[config.mk]
export PLATFORM = sky130hd
export DESIGN_NAME = lfs_queue
export DESIGN_NICKNAME = d
export VERILOG_FILES = /design/src/design/lfs_pkg.sv /design/src/design/lfs_queue.sv
export SDC_FILE = /design/constraint.sdc
export NUM_CORES = 1
export LEC_CHECK = 0
export BUFFER_PORTS_ARGS = -buffer_cell sky130_fd_sc_hd__buf_2
export CORE_MARGIN = 2
export CORE_UTILIZATION = 54
export CTS_BUF_LIST = sky130_fd_sc_hd__clkbuf_4
export CTS_CLUSTER_SIZE = 28
export DETAILED_ROUTE_END_ITERATION = 8
export GPL_ROUTABILITY_DRIVEN = 0
export HOLD_SLACK_MARGIN = 0.08
export PLACE_DENSITY = 0.82
export SLEW_MARGIN = 30
export SYNTH_ARGS = -nofsm -noshare
export SYNTH_HDL_FRONTEND = slang
export SYNTH_SLANG_ARGS = --single-unit
export TNS_END_PERCENT = 10
[constraint.sdc]
create_clock -name i_clk -period 4.4 [get_ports i_clk]
set_input_delay 0.22 -clock i_clk [delete_from_list [all_inputs] [get_ports i_clk]]
set_output_delay 0.22 -clock i_clk [all_outputs]
set_load 0.05 [all_outputs]
[src/design/lfs_pkg.sv]
package lfs_pkg;

    localparam int FRAME_WIDTH  = 150;
    localparam int FRAME_HEIGHT = 100;

    localparam int ROW_W   = 7;
    localparam int COL_W   = 8;
    localparam int PIX_W   = 8;
    localparam int SPEED_W = 17;
    localparam int BASE_W  = 15;
    localparam int THR_W   = 8;
    localparam int SUM_W   = 24;
    localparam int CNT_W   = 16;
    localparam int MEAN_W  = 8;
    localparam int QUO_W   = 16;

    localparam logic [CNT_W-1:0] CNT_CAP = '1;

    localparam int CFG_IDX_W = 2;
    localparam logic [CFG_IDX_W-1:0] CFG_BASE_SPEED      = 2'd0;
    localparam logic [CFG_IDX_W-1:0] CFG_WHITE_THRESHOLD = 2'd1;
    localparam logic [CFG_IDX_W-1:0] CFG_BLACK_THRESHOLD = 2'd2;

    localparam logic [BASE_W-1:0] BASE_SPEED_RST      = 15'd6400;
    localparam logic [THR_W-1:0]  WHITE_THRESHOLD_RST = 8'd250;
    localparam logic [THR_W-1:0]  BLACK_THRESHOLD_RST = 8'd5;

    // Centre of the row in Q.8.
    localparam logic [SPEED_W-1:0] E_OFFSET = SPEED_W'((FRAME_WIDTH - 1) * 128);

    // Division by ten as a multiplication by a scaled reciprocal.
    localparam int MUL_X_W     = 19;
    localparam int RECIP_W     = 20;
    localparam int RECIP_SHIFT = 23;
    localparam int PROD_W      = MUL_X_W + RECIP_W;
    localparam logic [RECIP_W-1:0] RECIP_TEN = 20'd838861;

    localparam int QUEUE_DEPTH = 2;
    localparam int QPTR_W      = 1;
    localparam int QCNT_W      = 2;

    typedef logic [2:0] t_mode;
    localparam t_mode MODE_FINISH = 3'd0;
    localparam t_mode MODE_TOP    = 3'd1;
    localparam t_mode MODE_LEFT   = 3'd2;
    localparam t_mode MODE_RIGHT  = 3'd3;
    localparam t_mode MODE_SPIN   = 3'd4;

    typedef struct packed {
        t_mode              mode;
        logic               finish;
        logic [SUM_W-1:0]   sum;
        logic [CNT_W-1:0]   cnt;
        logic [BASE_W-1:0]  base;
    } t_snap;

endpackage

[src/design/lfs_queue.sv]
module lfs_queue import lfs_pkg::*; (
    input  logic  i_clk,
    input  logic  i_rst_n,
    input  logic  i_push,
    input  t_snap i_snap,
    output logic  o_full,
    output logic  o_valid,
    input  logic  i_pop,
    output t_snap o_snap
);

    t_snap              r_mem [QUEUE_DEPTH];
    logic [QPTR_W-1:0]  r_wr;
    logic [QPTR_W-1:0]  r_rd;
    logic [QCNT_W-1:0]  r_count;

    assign o_full  = r_count == QCNT_W'(QUEUE_DEPTH);
    assign o_valid = r_count != '0;
    assign o_snap  = r_mem[r_rd];

    always_ff @(posedge i_clk) begin
        if (i_push) begin
            r_mem[r_wr] <= i_snap;
        end
    end

    always_ff @(posedge i_clk) begin
        if (!i_rst_n) begin
            r_wr    <= '0;
            r_rd    <= '0;
            r_count <= '0;
        end else begin
            if (i_push) begin
                r_wr <= (r_wr == QPTR_W'(QUEUE_DEPTH - 1)) ? '0 : r_wr + QPTR_W'(1);
            end
            if (i_pop) begin
                r_rd <= (r_rd == QPTR_W'(QUEUE_DEPTH - 1)) ? '0 : r_rd + QPTR_W'(1);
            end
            if (i_push && !i_pop) begin
                r_count <= r_count + QCNT_W'(1);
            end else if (i_pop && !i_push) begin
                r_count <= r_count - QCNT_W'(1);
            end
        end
    end

`ifndef NO_ASSERTIONS
    a_no_overflow: assert property (@(posedge i_clk) disable iff (!i_rst_n)
        i_push |-> !o_full || i_pop)
        else $error("frame summary written into a full queue");
    a_no_underflow: assert property (@(posedge i_clk) disable iff (!i_rst_n)
        i_pop |-> o_valid)
        else $error("frame summary taken from an empty queue");
`endif

endmodule

## After elaboration in Yosys (flattened, before gate mapping)

Memory sizes are Yosys's and may differ from the RTL's. A register that Yosys moved wholly into a read port is not among the register bits.
Index checks and enable logic that the tools add are counted.

- Bits in latches: 0
- Memory bits (writable): 118
- Memories kept: 1
- Logic and storage cells: 23
- Register bits after elaboration: 4
- Output and inout bits: 61
- Memory bits (read-only): 0
- Input port bits: 63

- Bitwise gates (word level): 0
- Shift operators: 0
- Equality and inequality tests: 1
- Order comparisons: 0
- Reduce and logical (&&, ||, !) cells: 6
- Mux-type cells: 8
- Add/sub/neg operators: 4
- Divide/modulo/power cells: 0
- Multiply operators: 0

Memory list:

| memory | words | bits a word | rd ports | clocked after memory_dff | write ports | line | text |
|---|---|---|---|---|---|---|---|
| r_mem | 2 | 59 | 1 | 1 | 1 | lfs_queue.sv:12 | `t_snap r_mem [QUEUE_DEPTH];` |

Operator list:

| kind | count |
|---|---|
| $mux 1 | 6 |
| $mux 2 | 2 |
| $reduce_bool 2->1 | 2 |
| $add 1x1->1 const B | 2 |
| $add 2x1->2 const B | 1 |
| $eq 2x2->1 const B | 1 |
| $logic_and 1x1->1 | 2 |
| $logic_not 1->1 | 2 |
| $sub 2x1->2 const B | 1 |

## Logic depth before layout (Yosys ltp)

- Depth in word-level cells: 4
- Depth in mapped cells: 5
- Depth with buffers taken out: 5

## Least setup slack after synthesis

Ideal clock, no wire load.

- Path kind: register -> register
- Start point: register r_wr
- End point: memory r_mem[0][0] (netlist bit), enable pin
- Setup time: 0.484 ns
- Data arrival time: 2.955 ns
- Stages on the path, launching flop included: 2
- Clock period less this slack: 3.439 ns
- Path buffers: 0
- Required time: 3.916 ns
- Setup slack: 0.961 ns
- Cells stage by stage: dfxtp_1 -> nor2b_1

RTL lines:

| what | line | text |
|---|---|---|
| start, declared | lfs_queue.sv:13 | `logic [QPTR_W-1:0] r_wr;` |
| start signal, assigned | lfs_queue.sv:34 | `r_wr <= (r_wr == QPTR_W'(QUEUE_DEPTH - 1)) ? '0 : r_wr + QPTR_W'(1);` |
| end, declared | lfs_queue.sv:12 |  |

Straight into the memory's write port.

==> results.json <==
{
  "maxSlewViolCount": 0,
  "grt_pass1_vias": 2551,
  "cts_hold_buf": 62,
  "wire_per_inst_um": 16.2,
  "fin_crit_sh": 0.554,
  "vias": 2564,
  "placed_area_um2": 5270,
  "n_antenna_cell": 0,
  "wl_um": 8500,
  "rsz0062_at_grt": "false",
  "path_class": "reg2out",
  "fin_ws_ns": 1.96,
  "tritoncts": "done",
  "numClockSinks": 123,
  "cellPowerDensity_nw_per_um2": 445,
  "crit_fanout": 49,
  "syn_area_per_cell_um2": 22.0,
  "design_area_um2": 6230,
  "first_pass_iters": 4,
  "row_count": 33,
  "cts_made_buffers": 17,
  "min_path_type": "in2reg",
  "syn_inst": 206,
  "min_period_ns": 2.44,
  "clock_path_buffers": 2,
  "dpl.hpwl_um": 4600,
  "nNetsFinal": 471,
  "via_per_inst": 4.88,
  "antenna_found_initial": 0,
  "grt_overflow_total": 0,
  "synth_edf_count": 118,
  "area_growth_pct": 37.9,
  "critPathLaunchType": "flop",
  "cts_root_buf": "clkbuf_4",
  "die_w_um": 95.5,
  "yosys_warnings": 0,
  "drt_iter0_markers": 129,
  "cts_setup_buffers": 0,
  "status": "finished, final reports clean",
  "die_area_um2": 9120,
  "io_buffers": 123,
  "setup.worst_path.end_class": "output pin",
  "synth.net_count": 270,
  "yosysTopAreaCell": "edfxtp_1",
  "design.core.area_um2": 8180,
  "grt_first_pass_wirelength_um": 12300,
  "yosys.cell_types.count": 18,
  "grt_usage": 0.191,
  "arrival_ns": 2.22,
  "clkSlewWorstSetupHoldPaths_ns": 0.10,
  "cp.required_ns": 4.18,
  "relSlewSlack": 0.560,
  "io_pins": 124,
  "grt_max_degree": 50,
  "dp_slack_ns": 2.46,
  "cts_resized": 0,
  "worstMarginPinSlew_ns": 0.660,
  "ys_ff_latch": 123,
  "yosysTopAreaCellShare": 0.784,
  "fin_hold_ws_ns": 0.453,
  "synth_common_cells": "118 x edfxtp_1, 49 x mux2_2, 10 x mux2_4, 5 x dfxtp_1",
  "synthArstFlopShare": 0,
  "ys_top_cells_by_area": "edfxtp_1 78%, mux2_2 12%, mux2_4 3.3%",
  "total_power_mw": 2.77,
  "die_h_um": 95.5,
  "ir_worst_vdd_mv": 0.331,
  "tns_ns": 0,
  "synth.most_common_cell": "edfxtp_1",
  "detail-route-antenna-nets": 0,
  "initial_core_util": 0.553,
  "htree_levels": 4,
  "synth_seq_area_share": 0.806,
  "clock_latency_ns": 0.48,
  "drv_cap": 0,
  "leakagePower_nw": 2.42,
  "max_freq_mhz": 411,
  "layout-drive-gt1-share": 0.524,
  "synth_ff_type": "edfxtp_1",
  "syn-cell-area_um2": 4520,
  "fin_skew_ns": 0.0101,
  "drc": 0,
  "hold_violations": 0,
  "finalSetupViolCount": 0
}
critical path: stages, from the launching register on:
cell and delay, ns:
dfxtp_4 0.79, buf_4 0.36, mux2_2 0.36, buf_2 0.21
final timing paths:
check / from / endpoint / slack, ns / cells after the start
min: i_snap[44] / r_mem[0][44] / 0.45 / 2
max reg2reg: r_wr / r_mem[1][34] / 2.52 / 2
max: flop / o_snap[9] / 1.96 / 3
min reg2reg: r_count[1] / r_count[1] / 0.54 / 2
power by group:
| group | total [mW] | internal [mW] | switching (mW) |
|---|---|---|---|
| Clock | 0.908 | 0.518 | 0.391 |
| Sequential | 1.38 | 1.35 | 0.0343 |
| Combinational | 0.481 | 0.171 | 0.310 |
| Total | 2.77 | 2.04 | 0.735 |
layout make-up:
type	count	area, µm²
Timing Repair Buffer	189	1290
Sequential cell	123	3650
Fill cell	455	1940
Inverter	1	3.75
Tap cell	105	131
Clock buffer	19	143
Multi-Input combinational cell	75	826
Clock inverter	13	198
cell families (layout without fill, tap and decap cells):
logic type      Yosys count  count (layout)  share of synthesized area
simple gates              9               9                     0.0125
compound gates            3               3                    0.00443
flops                   123             123                      0.806
fa+ha+maj                 1               1                    0.00277
xor+xnor                  3               3                    0.00581
buf+inv                   8             222                     0.0136
mux                      59              59                      0.155
state kept, by name, summed over array words and instances (netlist names), named ones only:
signal   count
r_mem      118
r_count      2
r_rd         1
r_wr         1
per-stage QoR:
stage | std cells | utilization
2_1_floorplan | 206 | -
3_3_place_gp | 430 | 0.641
3_5_place_dp | 431 | 0.645
4_1_cts | 525 | 0.763
5_1_grt | 525 | 0.763
6_report | 525 | 0.763
cell usage in the layout, fill, tap and decap left out:
master / synthesis / final
clkinv_2: 0 / 3
a21boi_1: 1 / 1
nor2b_1: 3 / 2
xor2_1: 2 / 2
buf_4: 0 / 3
o21ai_0: 1 / 1
clkinv_4: 0 / 1
and2_1: 4 / 3
buf_2: 4 / 123
o21a_1: 1 / 1
ha_1: 1 / 1
mux2_2: 49 / 49
dfxtp_1: 5 / 4
xnor2_1: 1 / 1
dfxtp_4: 0 / 1
bufinv_16: 0 / 5
edfxtp_1: 118 / 118
clkbuf_4: 0 / 19
clkinvlp_4: 0 / 1
or3_1: 1 / 1
or2_2: 1 / 1
clkinv_1: 0 / 2
dlygate4sd3_1: 0 / 62
nor2b_4: 0 / 1
buf_16: 0 / 1
mux2_4: 10 / 10
and2_2: 0 / 1
inv_6: 0 / 1
inv_1: 1 / 1
routing by layer:
metal	global-route usage	vias up	part of all wire
met3	0.0719	12	0.068
met5	0	-	0
met1	0.219	1233	0.40
met2	0.330	103	0.51
met4	0.0655	0	0.013
li1	-	1216	-
Note: power is estimated with default switching activity, not from simulation.
